$ cat src/sv/substring_contains_matcher_core_assert.svh
// Assertion macros shared by the matcher RTL.
`ifndef SUBSTRING_CONTAINS_MATCHER_CORE_ASSERT_SVH
`define SUBSTRING_CONTAINS_MATCHER_CORE_ASSERT_SVH

// Generic form with an explicit clock and active-low reset.
`define SCM_ASSERT_CLK(label, clk, rstn, prop, msg) \
  label: assert property (@(posedge clk) disable iff (!rstn) (prop)) else $error(msg);

// Common form on the block clock and reset.
`define SCM_ASSERT(label, prop, msg) \
  `SCM_ASSERT_CLK(label, clk_i, rst_ni, prop, msg)

`endif

$ cat src/sv/scm_pkg.sv
// Package with the shared types, constants and functions of the matcher.
package scm_pkg;

  localparam int MaxPattern = 32;
  localparam int IdxW       = $clog2(MaxPattern);
  localparam int LenW       = $clog2(MaxPattern + 1);
  localparam int ByteW      = 8;
  localparam int CfgIdxW    = 2;
  localparam int CfgDataW   = LenW;

  typedef enum logic [1:0] {
    ModeLoad = 2'd0,
    ModeByte = 2'd1,
    ModeEnd  = 2'd2
  } mode_e;

  typedef enum logic [CfgIdxW-1:0] {
    RegCaseIns = 2'd0,
    RegPatLen  = 2'd1
  } cfg_reg_e;

  // Controls shared by every cell of the row.
  typedef struct packed {
    logic shift;
    logic rotate;
    logic fold;
  } cell_ctrl_t;

  function automatic logic [ByteW-1:0] fold_byte(logic [ByteW-1:0] b, logic en);
    logic [ByteW-1:0] r;
    r = b;
    if (en && (b >= 8'h41) && (b <= 8'h5A)) begin
      r = b + 8'h20;
    end
    return r;
  endfunction

endpackage

$ cat src/sv/substring_contains_matcher_core.sv
// Top level of the substring matcher: cell row, byte count and result register.
//
//   Channel | Direction | Handshake             | Payload
//   --------+-----------+-----------------------+--------------------------------------
//   in      | input     | in_valid_i/in_stall_o | mode, pattern_index, byte_value, last
//   out     | output    | out_valid_o/out_stall_i | found
//   cfg     | input     | cfg_valid_i/cfg_ready_o | cfg_index_i, cfg_data_i
//
// One word is accepted per cycle while in_stall_o is low; a result appears in the
// output register on the cycle after the word that ends a target.
// Cell k compares pattern byte (k + length) mod 32 against the byte entering
// history cell k, so after a pattern length write the pattern ring rotates one
// cell per cycle and input words stall until it is aligned.
// Reset clears the history, byte count, registers and output; pattern bytes
// are undefined until loaded. Input stalls while a result waits on out_stall_i.
`include "substring_contains_matcher_core_assert.svh"

module substring_contains_matcher_core (
  input  logic                               clk_i,
  input  logic                               rst_ni,
  input  logic                               in_valid_i,
  output logic                               in_stall_o,
  input  logic [1:0]                         mode_i,
  input  logic [scm_pkg::IdxW-1:0]           pattern_index_i,
  input  logic [scm_pkg::ByteW-1:0]          byte_value_i,
  input  logic                               last_byte_i,
  output logic                               out_valid_o,
  input  logic                               out_stall_i,
  output logic                               found_o,
  input  logic                               cfg_valid_i,
  output logic                               cfg_ready_o,
  input  logic [scm_pkg::CfgIdxW-1:0]        cfg_index_i,
  input  logic [scm_pkg::CfgDataW-1:0]       cfg_data_i
);

  localparam int Max  = scm_pkg::MaxPattern;
  localparam int IdxW = scm_pkg::IdxW;
  localparam int LenW = scm_pkg::LenW;

  logic                 case_ins_q, case_ins_d;
  logic [LenW-1:0]      pat_len_q, pat_len_d;
  logic [IdxW-1:0]      off_q, off_d;
  logic [LenW-1:0]      seen_q, seen_d;
  logic                 match_q, match_d;
  logic                 out_valid_q, out_valid_d;
  logic                 found_q, found_d;

  logic [LenW-1:0]      len_eff;
  logic [IdxW-1:0]      rot_target;
  logic                 aligned;
  logic                 in_acc;
  logic                 cfg_we;
  scm_pkg::mode_e       mode;
  logic                 is_byte, is_load, is_end, finish;
  logic [LenW-1:0]      seen_inc;
  logic                 win_ok, match_now, match_any;
  logic [IdxW-1:0]      wr_sel;
  scm_pkg::cell_ctrl_t  ctrl;

  logic [scm_pkg::ByteW-1:0] hist [Max];
  logic [scm_pkg::ByteW-1:0] pat  [Max];
  logic [Max-1:0]            hit;
  logic [Max-1:0]            active;
  logic [Max-1:0]            wr_en;

  assign len_eff    = (pat_len_q > LenW'(Max)) ? LenW'(Max) : pat_len_q;
  assign rot_target = len_eff[IdxW-1:0];
  assign aligned    = (off_q == rot_target);

  assign in_stall_o = !aligned || (out_valid_q && out_stall_i);
  assign in_acc     = in_valid_i && !in_stall_o;
  assign mode       = scm_pkg::mode_e'(mode_i);

  always_comb begin
    is_byte = 1'b0;
    is_load = 1'b0;
    is_end  = 1'b0;
    unique case (mode)
      scm_pkg::ModeLoad: is_load = in_acc &&
                                   ({1'b0, pattern_index_i} < LenW'(Max));
      scm_pkg::ModeByte: is_byte = in_acc;
      scm_pkg::ModeEnd:  is_end  = in_acc;
      default: ;
    endcase
  end

  assign finish    = is_end || (is_byte && last_byte_i);
  assign seen_inc  = (seen_q == LenW'(Max)) ? seen_q : seen_q + LenW'(1);
  assign win_ok    = (len_eff != '0) && (seen_inc >= len_eff);
  assign match_now = is_byte && win_ok && (&hit);
  assign match_any = match_q || match_now;

  // Cell k holds pattern byte (k + offset) mod depth.
  assign wr_sel = pattern_index_i - off_q;

  assign ctrl.shift  = is_byte;
  assign ctrl.rotate = !aligned;
  assign ctrl.fold   = case_ins_q;

  for (genvar k = 0; k < Max; k++) begin : g_cell
    logic [scm_pkg::ByteW-1:0] hist_in;
    logic [scm_pkg::ByteW-1:0] pat_in;

    if (k == Max - 1) begin : g_head
      assign hist_in = byte_value_i;
      assign pat_in  = pat[0];
    end else begin : g_body
      assign hist_in = hist[k+1];
      assign pat_in  = pat[k+1];
    end

    assign active[k] = LenW'(Max - 1 - k) < len_eff;
    assign wr_en[k]  = is_load && (wr_sel == IdxW'(k));

    scm_cell u_cell (
      .clk_i     (clk_i),
      .rst_ni    (rst_ni),
      .ctrl_i    (ctrl),
      .hist_i    (hist_in),
      .hist_o    (hist[k]),
      .pat_i     (pat_in),
      .pat_o     (pat[k]),
      .wr_en_i   (wr_en[k]),
      .wr_byte_i (byte_value_i),
      .active_i  (active[k]),
      .hit_o     (hit[k])
    );
  end

  assign cfg_ready_o = 1'b1;
  assign cfg_we      = cfg_valid_i && cfg_ready_o;

  always_comb begin
    case_ins_d = case_ins_q;
    pat_len_d  = pat_len_q;
    if (cfg_we) begin
      unique case (scm_pkg::cfg_reg_e'(cfg_index_i))
        scm_pkg::RegCaseIns: case_ins_d = cfg_data_i[0];
        scm_pkg::RegPatLen:  pat_len_d  = cfg_data_i[LenW-1:0];
        default: ;
      endcase
    end
  end

  always_comb begin
    off_d       = aligned ? off_q : off_q + IdxW'(1);
    seen_d      = seen_q;
    match_d     = match_q;
    out_valid_d = out_valid_q && out_stall_i;
    found_d     = found_q;
    if (finish) begin
      seen_d      = '0;
      match_d     = 1'b0;
      out_valid_d = 1'b1;
      found_d     = (len_eff == '0) || match_any;
    end else if (is_byte) begin
      seen_d  = seen_inc;
      match_d = match_any;
    end
  end

  always_ff @(posedge clk_i or negedge rst_ni) begin
    if (!rst_ni) begin
      case_ins_q  <= 1'b0;
      pat_len_q   <= '0;
      off_q       <= '0;
      seen_q      <= '0;
      match_q     <= 1'b0;
      out_valid_q <= 1'b0;
      found_q     <= 1'b0;
    end else begin
      case_ins_q  <= case_ins_d;
      pat_len_q   <= pat_len_d;
      off_q       <= off_d;
      seen_q      <= seen_d;
      match_q     <= match_d;
      out_valid_q <= out_valid_d;
      found_q     <= found_d;
    end
  end

  assign out_valid_o = out_valid_q;
  assign found_o     = found_q;

  `SCM_ASSERT(a_no_accept_misaligned, !aligned |-> !in_acc, "word accepted during realignment")
  `SCM_ASSERT(a_seen_bounded, seen_q <= LenW'(Max), "byte count above pattern depth")
  `SCM_ASSERT(a_end_clears, finish |=> (seen_q == '0) && !match_q && out_valid_q, "end of target did not clear state")
  `SCM_ASSERT(a_empty_found, (finish && (len_eff == '0)) |=> found_q, "empty pattern not reported as found")
  `SCM_ASSERT(a_rotate_step, !aligned |=> (off_q == $past(off_q) + IdxW'(1)), "pattern ring did not advance")

endmodule

$ cat src/sv/scm_cell.sv
// One matcher cell: a history byte, its aligned pattern byte and a byte compare.
module scm_cell (
  input  logic                           clk_i,
  input  logic                           rst_ni,
  input  scm_pkg::cell_ctrl_t            ctrl_i,
  input  logic [scm_pkg::ByteW-1:0]      hist_i,
  output logic [scm_pkg::ByteW-1:0]      hist_o,
  input  logic [scm_pkg::ByteW-1:0]      pat_i,
  output logic [scm_pkg::ByteW-1:0]      pat_o,
  input  logic                           wr_en_i,
  input  logic [scm_pkg::ByteW-1:0]      wr_byte_i,
  input  logic                           active_i,
  output logic                           hit_o
);

  logic [scm_pkg::ByteW-1:0] hist_q, hist_d;
  logic [scm_pkg::ByteW-1:0] pat_q;

  assign hist_d = ctrl_i.shift ? hist_i : hist_q;

  always_ff @(posedge clk_i or negedge rst_ni) begin
    if (!rst_ni) begin
      hist_q <= '0;
    end else begin
      hist_q <= hist_d;
    end
  end

  // The pattern byte is either loaded directly or taken from the neighbor
  // while the ring realigns to a new pattern length.
  always_ff @(posedge clk_i) begin
    if (wr_en_i) begin
      pat_q <= wr_byte_i;
    end else if (ctrl_i.rotate) begin
      pat_q <= pat_i;
    end
  end

  // The compare looks at the byte that enters this cell on the current word.
  assign hit_o = !active_i ||
                 (scm_pkg::fold_byte(hist_i, ctrl_i.fold) ==
                  scm_pkg::fold_byte(pat_q, ctrl_i.fold));

  assign hist_o = hist_q;
  assign pat_o  = pat_q;

endmodule

$ cat config.mk
export PLATFORM = sky130hd
export DESIGN_NAME = substring_contains_matcher_core
export DESIGN_NICKNAME = d
export VERILOG_FILES = /design/src/sv/scm_pkg.sv /design/src/sv/substring_contains_matcher_core.sv /design/src/sv/scm_cell.sv
export VERILOG_INCLUDE_DIRS = /design/src /design/src/sv
export SDC_FILE = /design/constraint.sdc
export NUM_CORES = 1
export LEC_CHECK = 0
export ABC_AREA = 0
export BUFFER_PORTS_ARGS = -buffer_cell sky130_fd_sc_hd__clkbuf_2
export CAP_MARGIN = 0
export CELL_PAD_IN_SITES_DETAIL_PLACEMENT = 2
export CELL_PAD_IN_SITES_GLOBAL_PLACEMENT = 2
export CORE_MARGIN = 4
export CORE_UTILIZATION = 30
export DETAILED_ROUTE_END_ITERATION = 7
export GPL_TIMING_DRIVEN = 0
export PLACE_DENSITY_LB_ADDON = 0.2
export SLEW_MARGIN = 25
export SYNTH_ARGS = -nofsm -noshare
export SYNTH_HDL_FRONTEND = slang
export SYNTH_SLANG_ARGS = --single-unit
$ cat constraint.sdc
create_clock -name clk_i -period 7 [get_ports clk_i]
set_input_delay 1.4 -clock clk_i [delete_from_list [all_inputs] [get_ports clk_i]]
set_output_delay 1.4 -clock clk_i [all_outputs]
set_load 0.02 [all_outputs]
==> impl_metrics.env, run 1 <==
export IMPL_status="complete, no violations"
export IMPL_numPortBuffers=26
export IMPL_max_vdd_ir_drop_uv=155
export IMPL_path_max_fanout=10
export IMPL_core_um2=102000
export IMPL_syn_area_um2=31100
export IMPL_cts_buffers=69
export IMPL_via_count=23000
export IMPL_start_util_pct=30.4
export IMPL_clk_latency_ns=0.63
export IMPL_hp_class="flip-flop to flip-flop"
export IMPL_die_h_um=330
export IMPL_grt_overflow=0
export IMPL_detail_route_wirelength_mm=114
export IMPL_drt_pass1_iter_count=5
export IMPL_pin_count=33
export IMPL_drive_above_1_share_pct=25.3
export IMPL_clk_pin_slew_ns=0.06
export IMPL_syn_inst=2692
export IMPL_track_usage_pct=20.8
export IMPL_path_class="flip-flop to flip-flop"
export IMPL_grt_pass1_wl_mm=169
export IMPL_fillers=10700
export IMPL_synth_cell_types=90
export IMPL_place_hpwl_mm=84.8
export IMPL_cp_top_family="buffers and inverters"
export IMPL_cts_buffer_depth=3
export IMPL_gp_congestion=0.849
export IMPL_syn_area_per_cell_um2=11.5
export IMPL_power_per_cell_area_nw_per_um2=375
export IMPL_critPathSlowestCell="dfrtp_1"
export IMPL_area_growth_pct=13.8
export IMPL_hold_viol=0
export IMPL_synth_ff_type="dfrtp_1"
export IMPL_fin_tns_setup_ns=0
export IMPL_relSlewSlack_pct=13.5
export IMPL_fin_cells=4218
export IMPL_final_common_cell="mux2_2"
export IMPL_skew_ns=0.0260
export IMPL_wl_per_cell_um=26.9
export IMPL_synthTopCellsByArea="edfxtp_1 (25%), dfrtp_1 (22%), mux2_2 (18%)"
export IMPL_layout_common_cells="mux2_2 (500), dfrtp_1 (269), edfxtp_1 (256)"
export IMPL_row_count=117
export IMPL_drv_slew=0
export IMPL_cts_resized_gates=0
export IMPL_clock_sinks=525
export IMPL_nNetsFinal=2902
export IMPL_setup_violations=0
export IMPL_grt_max_degree=74
export IMPL_synth_top_area_share_pct=24.7
export IMPL_total_leakage_power_nw=13.8
export IMPL_cts_tree="done"
export IMPL_htreeDepth=3
export IMPL_critPathArrivalTime_ns=6.02
export IMPL_hold_buffers=0
export IMPL_stdcell_area_um2=35400
export IMPL_dp_slack_ns=1.19
export IMPL_max_freq_mhz=183
export IMPL_via_per_inst=5.46
export IMPL_worst_slack_ns=1.54
export IMPL_rsz0062_at_grt="false"
export IMPL_total_power_mw=13.2
export IMPL_crit_path_cell_trace="buf_2, buf_4, buf_2, nand2_1, nor4_1, nand2_1, xnor3_1, o31ai_2, nand4_1, a2111oi_2, nand3_1, a21oi_1"
export IMPL_drcViolationCount=0
export IMPL_antenna_found_initial=7
export IMPL_ys_seq_elements=525
export IMPL_placed_cell_area_um2=33100
export IMPL_async_reset_ff_share_pct=51.2
export IMPL_syn_nets=2799
export IMPL_dieWidth_um=330
export IMPL_multi_input_area_um2=16200
export IMPL_drtIter0Drc=1402
export IMPL_cts_setup_buffers=0
export IMPL_cp_slowest_stage_delay_ns=0.82
export IMPL_fp_dieArea_um2=109000
export IMPL_startpoint_type="flip-flop"
export IMPL_fin_crit_ns=5.46
export IMPL_yosysWarnings=0
export IMPL_fin_crit_sh_pct=78.0
export IMPL_worst_pin_slew_ns=1.28
export IMPL_cp_end_kind="flip-flop"
export IMPL_numPlacedInstances=4092
export IMPL_grt_pass1_vias=25300
export IMPL_synth_seq_area_share_pct=46.4
export IMPL_crit_buf_inv=3
export IMPL_reg2reg_slack_ns=1.54
export IMPL_clock_root_buffer="clkbuf_16"
export IMPL_synth_top_area_cell="edfxtp_1"
export IMPL_crit_required_ns=7.56
export IMPL_synth_edff_count=256
export IMPL_drv_cap=0
export IMPL_drtAntennaViolNets=0
export IMPL_register_area_um2=14400
synth_stat cells, types with 16 or more instances:
cell	instances
a21o_1	24
a21oi_1	91
clkbuf_1	72
dfrtp_1	269
edfxtp_1	256
ha_1	77
inv_1	42
mux2_2	500
mux2i_1	16
nand2_1	158
nand2b_1	22
nand3_1	67
nor2_1	120
nor2_2	32
nor3_1	91
nor4_1	29
o21ai_0	104
o22ai_1	16
or3_1	24
or4_1	48
xnor2_1	177
xor2_1	141
tightest hold or removal path, cell delays in order (launching register included):
cell,delay (ns)
dfrtp_1,0.32
inv_1,0.05
a21oi_1,0.12
per-layer routing:
metal,vias to the layer above,track usage (%),part of all wire (%)
met5,-,0,0
met4,0,7.24,3.3
met1,12100,27.6,45
met2,434,34.0,47
met3,152,3.75,4.6
li1,10300,-,-
state kept, by name, summed over array words and instances (netlist names):
| signal | cells |
|---|---|
| seen_q | 6 |
| case_ins_q | 1 |
| found_o | 1 |
| g_cell.u_cell.pat_o | 256 |
| match_q | 1 |
| g_cell.u_cell.hist_o | 248 |
| off_q | 5 |
| pat_len_q | 6 |
| out_valid_o | 1 |
final cells by class:
cell class,count,area share [%]
diodes,1,0.00708
plain buffers,90,1.02
clock buffers,91,5.56
clock inverters,34,0.849
inverters,43,0.456
multi-input cells,2034,45.8
flip-flops and latches,525,40.8
well taps,1368,4.84
repair buffers,32,0.711
power by group:
part	internal, mW	switching (mW)	total [mW]	leakage [nW]
Sequential	4.42	1.25	5.67	6.33
Combinational	1.81	2.17	3.98	6.30
Clock	2.16	1.44	3.60	1.13
logic make-up after synthesis:
logic type	share of synthesized area, %
other	0.0121
AO/OA/AOI/OAI	8.83
AND/OR/NAND/NOR	12.0
flip-flops	46.4
multiplexers	18.7
adder cells (fa/ha/maj)	3.16
XOR/XNOR	9.26
buffers and inverters	1.66
stage by stage:
step	utilization, %	hold slack (ns)
after floorplan	-	0.481
after global placement	32.2	0.497
after detailed placement	32.3	0.512
after CTS	34.5	0.525
after global routing	34.6	0.581
final	34.6	0.527
worst paths after layout:
check | start | end | cells after the start
max | case_ins_q | match_q | 12
min | match_q | match_q | 2
max reg2reg | case_ins_q | match_q | 12
min reg2reg | match_q | match_q | 2
max in group asynchronous | rst_ni | g_cell[8].u_cell.hist_o[1] | 3
min in group asynchronous | rst_ni | g_cell[26].u_cell.hist_o[0] | 1
No activity file was read; power rests on OpenSTA's default activity.
==> run 2: changes to the inputs <==
- clock period: 7 -> 5.4 ns (I/O delays scaled with it)
==> run 2 against run 1 <==
Sequential cell count stayed put. Fmax is 9.7% higher. Power is 30% higher. Die area stayed put.
==> impl_metrics.env, run 2 (same netlist as run 1, synthesis figures left out) <==
export IMPL_numPortBuffers=26
export IMPL_nNetsFinal=2902
export IMPL_rsz0062_at_grt="false"
export IMPL_timing_hold_ws_ns=0.443
export IMPL_antenna_found_initial=6
export IMPL_top_layer_used="met4"
export IMPL_seqPwrFrac_pct=42.8
export IMPL_clock_root_buffer="clkbuf_16"
export IMPL_grt_pass1_vias=25300
export IMPL_cts_buffers=69
export IMPL_row_count=117
export IMPL_critPathArrivalTime_ns=5.54
export IMPL_grt_overflow=0
export IMPL_cts_buffer_depth=3
export IMPL_track_usage_pct=20.8
export IMPL_fin_tns_setup_ns=0
export IMPL_clock_sinks=525
export IMPL_max_freq_mhz=201
export IMPL_fin_cells=4218
export IMPL_cts_setup_buffers=0
export IMPL_power_per_cell_area_nw_per_um2=485
export IMPL_drv_cap=0
export IMPL_drt_pass1_iter_count=5
export IMPL_gp_congestion=0.849
export IMPL_drv_slew=0
export IMPL_drtAntennaViolNets=0
export IMPL_status="complete, no violations"
export IMPL_relSlewSlack_pct=18.0
export IMPL_drtIter0Drc=1362
export IMPL_combPwrFrac_pct=30.1
export IMPL_place_hpwl_mm=84.8
export IMPL_detail_route_wirelength_mm=114
export IMPL_via_per_inst=5.45
export IMPL_total_power_mw=17.2
export IMPL_numPlacedInstances=4092
export IMPL_switchingPower_mw=6.29
export IMPL_drive_above_1_share_pct=25.3
export IMPL_start_util_pct=30.4
export IMPL_clk_latency_ns=0.63
export IMPL_max_vdd_ir_drop_uv=202
export IMPL_largest_register_ff_count=256
export IMPL_switching_share_pct=36.7
export IMPL_dieWidth_um=330
export IMPL_pin_count=33
export IMPL_area_growth_pct=13.8
export IMPL_drcViolationCount=0
export IMPL_cp_end_kind="flip-flop"
export IMPL_routed_wl_met2_mm=52.9
export IMPL_setup_violations=0
export IMPL_grt_max_degree=74
export IMPL_fp_dieArea_um2=109000
export IMPL_wl_met1_mm=51.5
export IMPL_path_class="flip-flop to flip-flop"
export IMPL_met3_length_mm=5.34
export IMPL_skew_ns=0.0263
export IMPL_final_common_cell="mux2_2"
export IMPL_htreeDepth=3
export IMPL_fin_crit_sh_pct=92.2
export IMPL_wl_per_cell_um=26.9
export IMPL_grt_pass1_wl_mm=169
export IMPL_hold_viol=0
export IMPL_total_leakage_power_nw=13.8
export IMPL_clk_pin_slew_ns=0.06
export IMPL_cts_tree="done"
export IMPL_reg2reg_slack_ns=0.42
export IMPL_p_int_mw=10.9
export IMPL_p_clk_share_pct=27.2
export IMPL_startpoint_type="flip-flop"
export IMPL_hp_class="input port to asynchronous set/reset pin"
export IMPL_via_count=23000
export IMPL_fin_crit_ns=4.98
export IMPL_worst_pin_slew_ns=1.22
export IMPL_layout_common_cells="mux2_2 (500), dfrtp_1 (268), edfxtp_1 (256)"
export IMPL_die_h_um=330
export IMPL_core_um2=102000
export IMPL_crit_required_ns=5.96
export IMPL_path_max_fanout=10
[run 2: cell type report]
class	instances	area [µm²]
clock buffers	91	1960
well taps	1368	1710
plain buffers	90	364
diodes	1	2.50
clock inverters	34	300
flip-flops and latches	525	14400
repair buffers	32	251
inverters	43	161
multi-input cells	2034	16200
fillers	10700	67000
[run 2: metrics by stage]
step / instance area [µm²] / util [%] / setup WS [ns]
6_report: 35400 / 34.6 / 0.424
5_1_grt: 35400 / 34.6 / 0.157
4_1_cts: 35300 / 34.5 / 0.0631
3_5_place_dp: 33100 / 32.3 / -0.118
3_3_place_gp: 32900 / 32.2 / -3.13
2_1_floorplan: 31100 / - / 1.46
[run 2: path summary, 6_finish.rpt]
path / startpoint / endpoint / cells past startpoint
min in group clk_i: match_q / match_q / 2
worst max register to register: case_ins_q / match_q / 12
max in group asynchronous: rst_ni / g_cell[8].u_cell.hist_o[1] / 3
worst max-delay path: case_ins_q / match_q / 12
worst min-delay path: rst_ni / g_cell[26].u_cell.hist_o[0] / 1
worst min register to register: match_q / match_q / 2
[run 2: power by group through the flow]
stage               Clock [mW]  Combinational, mW  Sequential [mW]
finish                    4.67               5.16             7.34
global route              4.98               5.70             7.52
CTS                       4.80               5.16             7.33
detailed placement           0               5.09             7.39
global placement             0               4.75             7.34
floorplan                    0               3.74             6.68
[run 2: critical path: stages (launching register included)]
cell,delay (ns)
dfrtp_2,0.61
buf_4,0.39
buf_4,0.37
buf_2,0.56
nand2_1,0.11
nor4_1,0.47
nand2_1,0.15
xnor3_1,0.21
o31ai_2,0.67
nand4_1,0.51
a2111oi_2,0.48
nand3_1,0.17
a21oi_1,0.17
[run 2: timing repair]
| item | CTS | global route |
|---|---|---|
| resized for setup | 1 | 1 |
| endpoints found under the setup margin | 2 | 2 |
| hold buffers | 0 | 0 |
| endpoints found under the hold margin | 0 | 0 |
[run 2: layer usage]
layer / vias up / track usage [%]
li1: 10300 / -
met1: 12100 / 27.6
met2: 424 / 34.0
met3: 155 / 3.77
met4: 0 / 7.24
met5: - / 0
